File: src/cbt_pkg.sv
// Shared types and constants for the CSV byte tokenizer.
// Used by every module of the block; has no dependencies of its own.
package cbt_pkg;

  localparam int unsigned ByteW    = 8;
  localparam int unsigned CfgIdxW  = 1;
  localparam int unsigned QueueD   = 2;
  localparam int unsigned QueuePtrW = 1;
  localparam int unsigned QueueCntW = 2;

  localparam logic [ByteW-1:0] ChDquote = 8'h22;
  localparam logic [ByteW-1:0] ChSquote = 8'h27;
  localparam logic [ByteW-1:0] ChLf     = 8'h0A;
  localparam logic [ByteW-1:0] ChCr     = 8'h0D;

  localparam logic [ByteW-1:0] DelimReset = 8'd44;

  localparam logic [CfgIdxW-1:0] CfgDelimiter  = 1'b0;
  localparam logic [CfgIdxW-1:0] CfgSkipHeader = 1'b1;

  typedef enum logic [4:0] {
    ModeLineStart  = 5'b00001,
    ModeFieldStart = 5'b00010,
    ModeUnquoted   = 5'b00100,
    ModeQuoted     = 5'b01000,
    ModeQuoteSeen  = 5'b10000
  } mode_e;

  typedef struct packed {
    logic [ByteW-1:0] data;
    logic             eos;
    logic             is_dquote;
    logic             is_squote;
    logic             is_delim;
    logic             is_crlf;
  } class_t;

endpackage

File: src/csv_byte_tokenizer_top.sv
// Top level of the CSV byte tokenizer: configuration registers, front, queue and back.
// Depends on cbt_pkg, cbt_front, cbt_queue and cbt_back.
//
// The input stream carries one text byte per beat in s_axis_tdata, and
// s_axis_tuser set marks end of stream, which closes any open record.
// The output stream carries at most one field content byte per beat, with
// the byte-valid and field-end flags in tuser and the record end on tlast.
// Bytes that give no result, such as quotes, skipped empty lines and the
// whole first record when header skipping is on, produce no output beat.
// The configuration channel writes the delimiter (index 0) or the
// header-skip flag (index 1) and is always ready; write it only while idle.
// An accepted input beat is written into the queue; the back part pops it
// from there and registers its output beat in the output register.
// The back part's parse state machine takes one byte per cycle, so the block
// sustains one input beat per cycle while the receiver does not stall.
// When the receiver stalls, the output register holds its beat and the
// two-entry queue absorbs input until it is full, then tready drops.
// Reset returns the parser to line start, clears the queue and output,
// sets the delimiter to a comma and turns header skipping off.
module csv_byte_tokenizer_top (
  input  logic                        clk_i,
  input  logic                        rst_ni,
  input  logic                        s_axis_tvalid,
  output logic                        s_axis_tready,
  input  logic [cbt_pkg::ByteW-1:0]   s_axis_tdata,   // [7:0] data_byte
  input  logic                        s_axis_tuser,   // [0] end_of_stream
  output logic                        m_axis_tvalid,
  input  logic                        m_axis_tready,
  output logic [cbt_pkg::ByteW-1:0]   m_axis_tdata,   // [7:0] content_byte
  output logic [1:0]                  m_axis_tuser,   // [0] byte_valid, [1] field_end
  output logic                        m_axis_tlast,   // record_end
  input  logic                        cfg_valid_i,
  output logic                        cfg_ready_o,
  input  logic [cbt_pkg::CfgIdxW-1:0] cfg_index_i,
  input  logic [cbt_pkg::ByteW-1:0]   cfg_data_i
);

  logic [cbt_pkg::ByteW-1:0] delimiter_q;
  logic                      skip_header_q;
  cbt_pkg::class_t           front_class, head_class;
  logic                      queue_full, queue_valid, queue_pop;

  assign cfg_ready_o = 1'b1;

  always_ff @(posedge clk_i or negedge rst_ni) begin
    if (!rst_ni) begin
      delimiter_q   <= cbt_pkg::DelimReset;
      skip_header_q <= 1'b0;
    end else if (cfg_valid_i) begin
      unique case (cfg_index_i)
        cbt_pkg::CfgDelimiter:  delimiter_q   <= cfg_data_i;
        cbt_pkg::CfgSkipHeader: skip_header_q <= cfg_data_i[0];
        default: ;
      endcase
    end
  end

  cbt_front u_front (
    .data_i      (s_axis_tdata),
    .eos_i       (s_axis_tuser),
    .delimiter_i (delimiter_q),
    .class_o     (front_class)
  );

  assign s_axis_tready = !queue_full;

  cbt_queue u_queue (
    .clk_i       (clk_i),
    .rst_ni      (rst_ni),
    .push_i      (s_axis_tvalid),
    .push_data_i (front_class),
    .full_o      (queue_full),
    .pop_i       (queue_pop),
    .valid_o     (queue_valid),
    .head_o      (head_class)
  );

  cbt_back u_back (
    .clk_i            (clk_i),
    .rst_ni           (rst_ni),
    .skip_header_i    (skip_header_q),
    .in_valid_i       (queue_valid),
    .in_class_i       (head_class),
    .in_pop_o         (queue_pop),
    .out_valid_o      (m_axis_tvalid),
    .out_ready_i      (m_axis_tready),
    .out_byte_o       (m_axis_tdata),
    .out_byte_valid_o (m_axis_tuser[0]),
    .out_field_end_o  (m_axis_tuser[1]),
    .out_record_end_o (m_axis_tlast)
  );

endmodule

File: src/cbt_front.sv
// Front part of the tokenizer: tags each input byte with its class.
// Depends on cbt_pkg.
module cbt_front (
  input  logic [cbt_pkg::ByteW-1:0] data_i,
  input  logic                      eos_i,
  input  logic [cbt_pkg::ByteW-1:0] delimiter_i,
  output cbt_pkg::class_t           class_o
);

  always_comb begin
    class_o.data      = data_i;
    class_o.eos       = eos_i;
    class_o.is_dquote = (data_i == cbt_pkg::ChDquote);
    class_o.is_squote = (data_i == cbt_pkg::ChSquote);
    class_o.is_delim  = (data_i == delimiter_i);
    class_o.is_crlf   = (data_i == cbt_pkg::ChCr) || (data_i == cbt_pkg::ChLf);
  end

endmodule

File: src/cbt_queue.sv
// Short queue of classified bytes between the front and back parts.
// Depends on cbt_pkg.
module cbt_queue (
  input  logic            clk_i,
  input  logic            rst_ni,
  input  logic            push_i,
  input  cbt_pkg::class_t push_data_i,
  output logic            full_o,
  input  logic            pop_i,
  output logic            valid_o,
  output cbt_pkg::class_t head_o
);

  cbt_pkg::class_t                    mem_q [cbt_pkg::QueueD];
  logic [cbt_pkg::QueuePtrW-1:0]      wr_ptr_q, wr_ptr_d;
  logic [cbt_pkg::QueuePtrW-1:0]      rd_ptr_q, rd_ptr_d;
  logic [cbt_pkg::QueueCntW-1:0]      count_q, count_d;
  logic                               do_push, do_pop;

  assign full_o  = (count_q == cbt_pkg::QueueCntW'(cbt_pkg::QueueD));
  assign valid_o = (count_q != '0);
  assign head_o  = mem_q[rd_ptr_q];
  assign do_push = push_i && !full_o;
  assign do_pop  = pop_i && valid_o;

  always_comb begin
    wr_ptr_d = do_push ? wr_ptr_q + 1'b1 : wr_ptr_q;
    rd_ptr_d = do_pop ? rd_ptr_q + 1'b1 : rd_ptr_q;
    count_d  = count_q;
    if (do_push && !do_pop) begin
      count_d = count_q + 1'b1;
    end else if (do_pop && !do_push) begin
      count_d = count_q - 1'b1;
    end
  end

  always_ff @(posedge clk_i or negedge rst_ni) begin
    if (!rst_ni) begin
      wr_ptr_q <= '0;
      rd_ptr_q <= '0;
      count_q  <= '0;
    end else begin
      wr_ptr_q <= wr_ptr_d;
      rd_ptr_q <= rd_ptr_d;
      count_q  <= count_d;
    end
  end

  always_ff @(posedge clk_i) begin
    if (do_push) begin
      mem_q[wr_ptr_q] <= push_data_i;
    end
  end

endmodule

File: src/cbt_back.sv
// Back part of the tokenizer: parse state machine and output register.
// Depends on cbt_pkg.
module cbt_back (
  input  logic                      clk_i,
  input  logic                      rst_ni,
  input  logic                      skip_header_i,
  input  logic                      in_valid_i,
  input  cbt_pkg::class_t           in_class_i,
  output logic                      in_pop_o,
  output logic                      out_valid_o,
  input  logic                      out_ready_i,
  output logic [cbt_pkg::ByteW-1:0] out_byte_o,
  output logic                      out_byte_valid_o,
  output logic                      out_field_end_o,
  output logic                      out_record_end_o
);

  cbt_pkg::mode_e            mode_q, mode_d;
  logic                      qsingle_q, qsingle_d;
  logic                      header_done_q, header_done_d;
  logic                      out_valid_q, out_valid_d;
  logic [cbt_pkg::ByteW-1:0] byte_q;
  logic                      bvalid_q, fend_q, rend_q;
  logic                      vld, fend, rend, quote_match, emit;

  assign in_pop_o    = in_valid_i && (!out_valid_q || out_ready_i);
  assign quote_match = qsingle_q ? in_class_i.is_squote : in_class_i.is_dquote;

  always_comb begin
    mode_d    = mode_q;
    qsingle_d = qsingle_q;
    vld       = 1'b0;
    fend      = 1'b0;
    rend      = 1'b0;
    if (in_class_i.eos) begin
      if (mode_q != cbt_pkg::ModeLineStart) begin
        fend = 1'b1;
        rend = 1'b1;
      end
      mode_d = cbt_pkg::ModeLineStart;
    end else begin
      unique case (mode_q)
        cbt_pkg::ModeUnquoted: begin
          priority if (in_class_i.is_delim) begin
            fend   = 1'b1;
            mode_d = cbt_pkg::ModeFieldStart;
          end else if (in_class_i.is_crlf) begin
            fend   = 1'b1;
            rend   = 1'b1;
            mode_d = cbt_pkg::ModeLineStart;
          end else begin
            vld = 1'b1;
          end
        end
        cbt_pkg::ModeQuoted: begin
          if (quote_match) begin
            mode_d = cbt_pkg::ModeQuoteSeen;
          end else begin
            vld = 1'b1;
          end
        end
        cbt_pkg::ModeQuoteSeen: begin
          priority if (quote_match) begin
            vld    = 1'b1;
            mode_d = cbt_pkg::ModeQuoted;
          end else if (in_class_i.is_delim) begin
            fend   = 1'b1;
            mode_d = cbt_pkg::ModeFieldStart;
          end else begin
            fend   = 1'b1;
            rend   = 1'b1;
            mode_d = cbt_pkg::ModeLineStart;
          end
        end
        default: begin
          priority if (mode_q != cbt_pkg::ModeFieldStart && in_class_i.is_crlf) begin
            mode_d = cbt_pkg::ModeLineStart;
          end else if (in_class_i.is_dquote || in_class_i.is_squote) begin
            qsingle_d = in_class_i.is_squote;
            mode_d    = cbt_pkg::ModeQuoted;
          end else if (in_class_i.is_delim) begin
            fend   = 1'b1;
            mode_d = cbt_pkg::ModeFieldStart;
          end else if (in_class_i.is_crlf) begin
            fend   = 1'b1;
            rend   = 1'b1;
            mode_d = cbt_pkg::ModeLineStart;
          end else begin
            vld    = 1'b1;
            mode_d = cbt_pkg::ModeUnquoted;
          end
        end
      endcase
    end
  end

  always_comb begin
    emit          = (vld || fend) && !(skip_header_i && !header_done_q);
    header_done_d = header_done_q || rend;
    out_valid_d   = out_valid_q && !out_ready_i;
    if (in_pop_o) begin
      out_valid_d = emit;
    end
  end

  always_ff @(posedge clk_i or negedge rst_ni) begin
    if (!rst_ni) begin
      mode_q        <= cbt_pkg::ModeLineStart;
      qsingle_q     <= 1'b0;
      header_done_q <= 1'b0;
      out_valid_q   <= 1'b0;
    end else begin
      out_valid_q <= out_valid_d;
      if (in_pop_o) begin
        mode_q        <= mode_d;
        qsingle_q     <= qsingle_d;
        header_done_q <= header_done_d;
      end
    end
  end

  always_ff @(posedge clk_i) begin
    if (in_pop_o && emit) begin
      byte_q   <= vld ? in_class_i.data : '0;
      bvalid_q <= vld;
      fend_q   <= fend;
      rend_q   <= rend;
    end
  end

  assign out_valid_o      = out_valid_q;
  assign out_byte_o       = byte_q;
  assign out_byte_valid_o = bvalid_q;
  assign out_field_end_o  = fend_q;
  assign out_record_end_o = rend_q;

endmodule

File: config.mk
export PLATFORM = sky130hd
export DESIGN_NAME = csv_byte_tokenizer_top
export DESIGN_NICKNAME = d
export VERILOG_FILES = /design/src/cbt_pkg.sv /design/src/csv_byte_tokenizer_top.sv /design/src/cbt_front.sv /design/src/cbt_queue.sv /design/src/cbt_back.sv
export SDC_FILE = /design/constraint.sdc
export NUM_CORES = 1
export LEC_CHECK = 0
export BUFFER_PORTS_ARGS = -buffer_cell sky130_fd_sc_hd__buf_4
export CAP_MARGIN = 20
export CORE_MARGIN = 2
export CORE_UTILIZATION = 49
export DETAILED_ROUTE_END_ITERATION = 12
export PLACE_DENSITY = 0.7
export REMOVE_ABC_BUFFERS = 1
export SKIP_LAST_GASP = 1
export SYNTH_ARGS = -nofsm -noshare
export SYNTH_HDL_FRONTEND = slang
export SYNTH_SLANG_ARGS = --single-unit
File: constraint.sdc
create_clock -name clk_i -period 5.22 [get_ports clk_i]
set_input_delay 0.261 -clock clk_i [delete_from_list [all_inputs] [get_ports clk_i]]
set_output_delay 0.261 -clock clk_i [all_outputs]
set_load 0.005 [all_outputs]
==> impl_results.md, run 1 <==
- Cell Rows: 27
- Htree depth: 3
- Via count: 1741
- P_int: between 1 and 1.5 mW
- Sw Share: 33.3%
- Synth Warn #: 0
- Arrival time at the worst endpoint: 3.21 ns
- FFs w/ async S/R, synth: approximately 36%
- Initial antenna violation count: 0
- Mean number of vias per cell: 5.41
- Netlist cell types: 56
- Net Switching: 0.616 mW
- Crit. End Element: register
- PwrDens: 575 mW/mm^2
- Post-Synthesis Cells: 206
- Worst-skew pair later-pin latency: 0.34 ns
- Starting density of the core: 49.9%
- Num CTS Buffers: 9
- Hold Violations, Final: 0
- Wire per inst: 15.2 um
- Congestion Overflow GR: 0
- EDFF count, synth: 37
- Mapped Area: 0.00270 mm^2
- IO Port Bufs: 35
- Sequential power share: 42.6%
- Max incr delay on CP: 0.91 ns
- Max stage delay cell, worst path: dfrtp_1
- Die ar.: 0.00611 mm^2
- Iter 0 DRT Violations: 108
- Post-CTS setup buffer count: 0
- Synth Flop Type: edfxtp_1
- Worst-case reg-to-reg path depth: 5
- FILL cells: approximately 480
- Clock transition at the registers of the reported paths: around 0.060 ns
- RR Endpoint: u_back.out_byte_o[1]
- Final Core Density: about three fifths
- Vias in the first global route: ~1700
- CP Cell Sequence: mux4_2, or3_4, a21oi_4, o22ai_2, o21ai_2
- Critical path endpoint: u_back.out_byte_o[1]
- Worst VDD drop: approximately 320 uV
- Final Cycle Share: 61.9%
- Number of synthesized register bits: 58
- R2R Setup Slk: 1.99 ns
- IO Pins: 37
- Synth-to-Final Area Change: 19.2%
- Outcome: finished clean
- Final GP Congestion: 0.872
- Minimum clock period: 3.23 ns
- Final setup viols: 0
- Dpl hpwl: 3550 um
- Worst-margin pin slew: 0.864 ns
- Root Driver: clkbuf_8
- DRC Markers: 0
- Max_slew headroom: 42.4%
- Hold WS: 0.122 ns
- Detail Route Antenna Nets: 0
- Total Wirelength: between 4000 and 5000 um
- Post-synthesis sequential area ratio: 60.9%
- Hold Crit Depth: 1
- CP Class: register to register
- Clock power frac: a little under a quarter
- Max Clock Freq: 309 MHz
- CP Launch Type: register
- CP max FO: 19
- Critical Path RT: 5.19 ns
- Layout cells sized above 1: 29.6%
- Placed cell area: 0.00299 mm^2
- Syn avg cell area: 13.1 um^2
- Crit path launch: u_queue.rd_ptr_q
- Hold buffer count at CTS: 1
- Fin cells: 322
- Setup_tns: 0 ns
- Max cap viols: 0
- Pre-CTS setup slack: between 1.5 and 2 ns
- Total power draw: roughly 1.9 mW
- RSZ-0062 raised after global routing: no
- Clock sink count: 58
- Setup slack after layout: just under 2 ns
- Hold Crit Class: primary input to register
- Comb pwr share: 33.8%
- Reg2reg start: u_queue.rd_ptr_q
- First-pass GRT wire length: 8180 um
- Leak: 1.28 nW
- Die Height: 78.2 um
- Ant diodes: 0
- Commonest cells after routing, fill and taps aside: edfxtp_1 (37), buf_4 (36), nor2_1 (19)
- Global Route Usage Sum: 17.6%
- Most common cell after layout, fill and taps aside: edfxtp_1
- Pin count of the biggest net entering global routing: 22
- Core area: 0.00541 mm^2
- Pre-Repair DR Iteration Count: 4
- Final layout net count: between 200 and 300
- CTS tree: done
- Final Max Slew Viols: 0
- Fin area: ~0.0032 mm^2
- Resize count post-CTS: 0
- Clock tree buffer depth: 2
- Width of the die: 78.2 um
- Placed Cells incl. Taps: a little over 300
- Setup Skew: 0.00875 ns
[worst max-delay path: cells and delay by family, from the launching register on]
kind / cells / cell delay [ns]
AOI/OAI and AO/OA: 3 / 0.93
DFF: 1 / 0.91
muxes: 1 / 0.67
and+or+nand+nor: 1 / 0.36
[synthesized netlist by cell type, types with 2 or more instances]
master	n	share of area [%]
edfxtp_1	37	41
nor2_1	19	2.6
dfrtp_1	17	16
mux2_2	11	4.6
mux2i_1	11	4.1
xnor2_1	11	3.6
nand2_1	9	1.3
o21ai_0	7	1.3
inv_1	6	0.83
nor3_1	5	0.93
o21ai_1	5	0.93
dfstp_2	4	3.9
nand2b_1	4	0.93
buf_4	3	0.83
clkbuf_1	3	0.42
nor4_1	3	0.70
xor2_1	3	0.97
a21oi_1	2	0.37
and3_1	2	0.46
buf_6	2	0.83
mux2_1	2	0.83
nand3_1	2	0.37
nand4_1	2	0.46
nor3b_1	2	0.56
o211ai_1	2	0.56
o32ai_1	2	0.65
[cell families after synthesis]
kind of cell / count (synthesis) / synth area share (%)
xor gates and xnor gates: 14 / 4.55
buffers and inverters: 16 / 3.20
other: 1 / 0.139
muxes: 25 / 10.3
and+or+nand+nor: 58 / 11.4
adders and majority gates: 1 / 0.464
AOI/OAI and AO/OA: 33 / 9.05
DFF: 58 / 60.9
[how the worst min path moves through the flow]
stage,from,endpoint,slack [ns]
after detailed placement,rst_ni,u_queue.wr_ptr_q,0.16
after global routing,s_axis_tuser,u_queue.mem_q[0][4],0.10
after global placement,rst_ni,skip_header_q,0.16
after CTS,s_axis_tuser,u_queue.mem_q[0][4],0.11
final,s_axis_tuser,u_queue.mem_q[0][4],0.12
after floorplan,rst_ni,delimiter_q[0],-0.03
[registers in the layout, summed over array words and instances, names as in the netlist]
register,cells
u_back.header_done_q,1
u_back.mode_q,5
u_back.qsingle_q,1
u_back.out_byte_valid_o,1
u_back.out_valid_o,1
skip_header_q,1
u_queue.mem_q,26
delimiter_q,8
u_back.out_record_end_o,1
u_queue.count_q,2
u_back.out_field_end_o,1
u_back.out_byte_o,8
u_queue.rd_ptr_q,1
u_queue.wr_ptr_q,1
[area by class of cell]
class | count | area [um^2] | area share (%)
Clock inverter | 6 | 81.3 | 2.53
Timing Repair Buffer | 37 | 280 | 8.71
Multi-Input combinational cell | 132 | 970 | 30.1
Sequential cell | 58 | 1640 | 51.0
Clock buffer | 10 | 128 | 3.97
Inverter | 7 | 26.3 | 0.817
Tap cell | 72 | 90.1 | 2.80
[power groups by stage]
stage,Sequential (mW),Combinational [mW],Clock [mW]
after floorplan,0.775,0.417,0
after global placement,0.793,0.618,0
after detailed placement,0.798,0.620,0
after CTS,0.790,0.623,0.445
after global routing,0.808,0.686,0.464
final,0.789,0.626,0.436
[routing by layer]
metal / share of wire (%) / up-vias / track usage, % / wire length (um)
met3: 4.9 / 10 / 4.94 / 238
li1: - / 841 / - / -
met4: 1.4 / 0 / 7.89 / 69
met2: 46 / 60 / 26.9 / 2250
met1: 48 / 830 / 23.6 / 2330
met5: 0 / - / 0 / 0
(Power assumes the default switching activity.)
==> run 2, diff against run 1 <==
Settings changed: ABC_AREA from default to 1, PLACE_DENSITY 0.7 to 0.69.
Clock period 5.22 ns to 3.15 ns, I/O delays scaled along.
==> run 2 against run 1 <==
Net effect:
- synthesized cell count up 36%
- non-clock buffer count grew 4
- maximum frequency increased by 51%
- clock power is 68% higher
- setup slack worse by 0.98 ns
- sequential share of layout area down 2.5 points
- sequential power rose by 56%
- count of clock-buffer cells in the layout unchanged
- largest cell class unchanged
- largest power group is now combinational logic
==> impl_results.md, run 2 <==
- Mapped Area: around 0.0028 mm^2
- Hold Path Origin: cfg_index_i
- RR Endpoint: u_back.out_byte_valid_o
- Total Wirelength: about 5300 um
- Final Cycle Share: slightly below 70%
- Final GP Congestion: 0.971
- Max_slew headroom: 66.7%
- Pin count of the biggest net entering global routing: 22
- CP max FO: 19
- Die Height: approximately 80 um
- RSZ-0062 raised after global routing: no
- Worst-case reg-to-reg path depth: 12
- Pre-Repair DR Iteration Count: 4
- Clock tree buffer depth: 2
- Vias in the first global route: 1961
- Congestion Overflow GR: 0
- Via count: 1999
- Post-synthesis xor/xnor area fraction: 3.40%
- Detail Route Antenna Nets: 0
- Crit path launch: u_queue.rd_ptr_q
- Final Max Slew Viols: 0
- Netlist cell types: 32
- Setup_tns: 0 ns
- Synth top area share: approximately 40%
- Leak: 1.52 nW
- Number of synthesized register bits: 58
- Final layout net count: between 300 and 400
- DRC Markers: 0
- Layout cells sized above 1: 26.2%
- IO Pins: 37
- Area share of and/or/nand/nor cells after synthesis: about 22%
- Root Driver: clkbuf_8
- Worst VDD drop: 524 uV
- Commonest cells after routing, fill and taps aside: nand2_1 (69), buf_4 (38), edfxtp_1 (37)
- Dpl hpwl: 3960 um
- Max Clock Freq: 467 MHz
- Max cap viols: 0
- Critical Path RT: about 3.2 ns
- R2R Setup Slk: 1.01 ns
- Cell Rows: 27
- Mean number of vias per cell: about 4.9
- Max reg flops: 26
- Post-Synthesis Cells: between 200 and 300
- CP Class: register to register
- Critical path endpoint: u_back.out_byte_valid_o
- Synth cell count leaders: nand2_1 (69), edfxtp_1 (37), inv_1 (34), dfrtp_1 (17), nor2_1 (17)
- Htree depth: 3
- Global Route Usage Sum: 18.8%
- Minimum clock period: about 2.1 ns
- Clock transition at the registers of the reported paths: ~0.070 ns
- Core area: 0.00554 mm^2
- Starting density of the core: about half
- Main combinational cell family by area after synthesis: simple AND/OR/NAND/NOR gates
- Most common cell after layout, fill and taps aside: nand2_1
- Post-synthesis adder-cell area fraction: 0.441%
- Wire per inst: approximately 13 um
- Iter 0 DRT Violations: 81
- Crit. End Element: register
- Synth Flop Type: edfxtp_1
- Arrival time at the worst endpoint: approximately 2.1 ns
- Outcome: finished clean
- Syn avg cell area: 10.1 um^2
- Synth Warn #: 0
- PwrDens: 952 mW/mm^2
- FFs w/ async S/R, synth: 36.2%
- Post-CTS setup buffer count: 0
- FILL cells: 489
- Resize count post-CTS: 0
- Die ar.: 0.00641 mm^2
- Clock sink count: 58
- Final setup viols: 0
- Worst-margin pin slew: 0.495 ns
- Compound-Gate Fraction of Synth Area: 5.47%
- Hold Violations, Final: 0
- Largest cells by area after synthesis: edfxtp_1 (39%), dfrtp_1 (15%), nand2_1 (9.1%)
- Num CTS Buffers: 9
- Worst-skew pair later-pin latency: 0.34 ns
- Synth-to-Final Area Change: 19.2%
- Post-synth top area cell: edfxtp_1
- IO Port Bufs: 35
- Setup Skew: 0.00417 ns
- Reg2reg start: u_queue.rd_ptr_q
- Most common cell in the synthesized netlist: nand2_1
- Final Core Density: 61.0%
- EDFF count, synth: 37
- Ant diodes: 0
- CP Launch Type: register
- Initial antenna violation count: 0
- CTS tree: done
- Post-synthesis sequential area ratio: 57.9%
- First-pass GRT wire length: 8890 um
- Register with the most flip-flops: u_queue.mem_q
- Multiplexer area fraction after synthesis: under 10%
- Hold Crit Class: primary input to register
- Width of the die: 80.1 um
==> run 2: cell count changes after synthesis, sizes merged, moves of 3 or more <==
cell,previous run,this run
nand2,9,81
nor3,5,2
clkbuf,3,0
nand2b,4,0
inv,7,37
a21oi,3,14
nand3,2,18
nor2,19,23
mux2i,11,0
mux2,13,7
==> run 2: layer usage <==
layer / up-vias / global-route usage, % / routed length, um
met2: 55 / 28.6 / 2500
met3: 12 / 5.51 / 237
met5: - / 0 / 0
li1: 1015 / - / -
met1: 917 / 24.4 / 2450
met4: 0 / 10.0 / 109
==> run 2: final cells by class <==
type | count | area (um^2) | share of cell area [%]
Clock buffer | 10 | 128 | 3.77
Clock inverter | 6 | 81.3 | 2.40
Inverter | 37 | 146 | 4.33
Multi-Input combinational cell | 180 | 980 | 29.0
Sequential cell | 58 | 1640 | 48.5
Tap cell | 72 | 90.1 | 2.66
Timing Repair Buffer | 41 | 315 | 9.32
==> run 2: cells by family (layout without fill, tap and decap cells) <==
logic type               Yosys count  count (layout)
other                              1               1
AO/OA/AOI/OAI                     30              30
XOR/XNOR                          11              11
AND/OR/NAND/NOR                  130             130
buffers and inverters             43              94
adder cells (fa/ha/maj)            1               1
multiplexers                       7               7
flip-flops                        58              58
==> run 2: what timing repair did <==
action	CTS	global route
endpoints found under the hold margin	24	0
hold buffers	3	0
setup endpoints to repair	0	0
==> run 2: critical path: stages, from the launching register on <==
cell     delay [ns]
dfrtp_1        0.36
buf_4          0.21
inv_8          0.13
nand2_1        0.06
nand2_1        0.16
nand2_4        0.08
nor2_4         0.12
nor2_4         0.06
nor2_4         0.09
nand2_4        0.09
nand3_2        0.09
nand2_2        0.06
inv_1          0.29
==> run 2: how the worst min path moves through the flow <==
stage	endpoint	slack (ns)	cells past startpoint
3_3_place_gp	u_back.mode_q[4]	0.06	1
6_report	skip_header_q	0.02	2
3_5_place_dp	u_back.mode_q[4]	0.06	1
2_1_floorplan	delimiter_q[0]	-0.14	0
4_1_cts	skip_header_q	0.008	2
5_1_grt	u_queue.mem_q[1][9]	0.02	1
==> run 2: power by group <==
group	internal, mW	switching (mW)	total [mW]	leakage [nW]
logic	0.460	0.795	1.26	0.819
registers	1.12	0.110	1.23	0.596
clock network	0.440	0.293	0.733	0.105
==> run 2: per-stage QoR <==
| step | cells | worst slack, ns | total power [mW] | area [um^2] | hold WS (ns) |
|---|---|---|---|---|---|
| 6_report | 404 | 1.01 | 3.22 | 3380 | 0.0244 |
| 5_1_grt | 404 | 0.802 | 3.45 | 3380 | 0.0244 |
| 4_1_cts | 404 | 1.00 | 3.24 | 3380 | 0.00757 |
| 3_5_place_dp | 385 | 1.01 | 2.50 | 3140 | 0.0647 |
| 3_3_place_gp | 385 | 1.06 | 2.48 | 3140 | 0.0632 |
| 2_1_floorplan | 275 | 1.04 | 2.10 | 2770 | -0.138 |
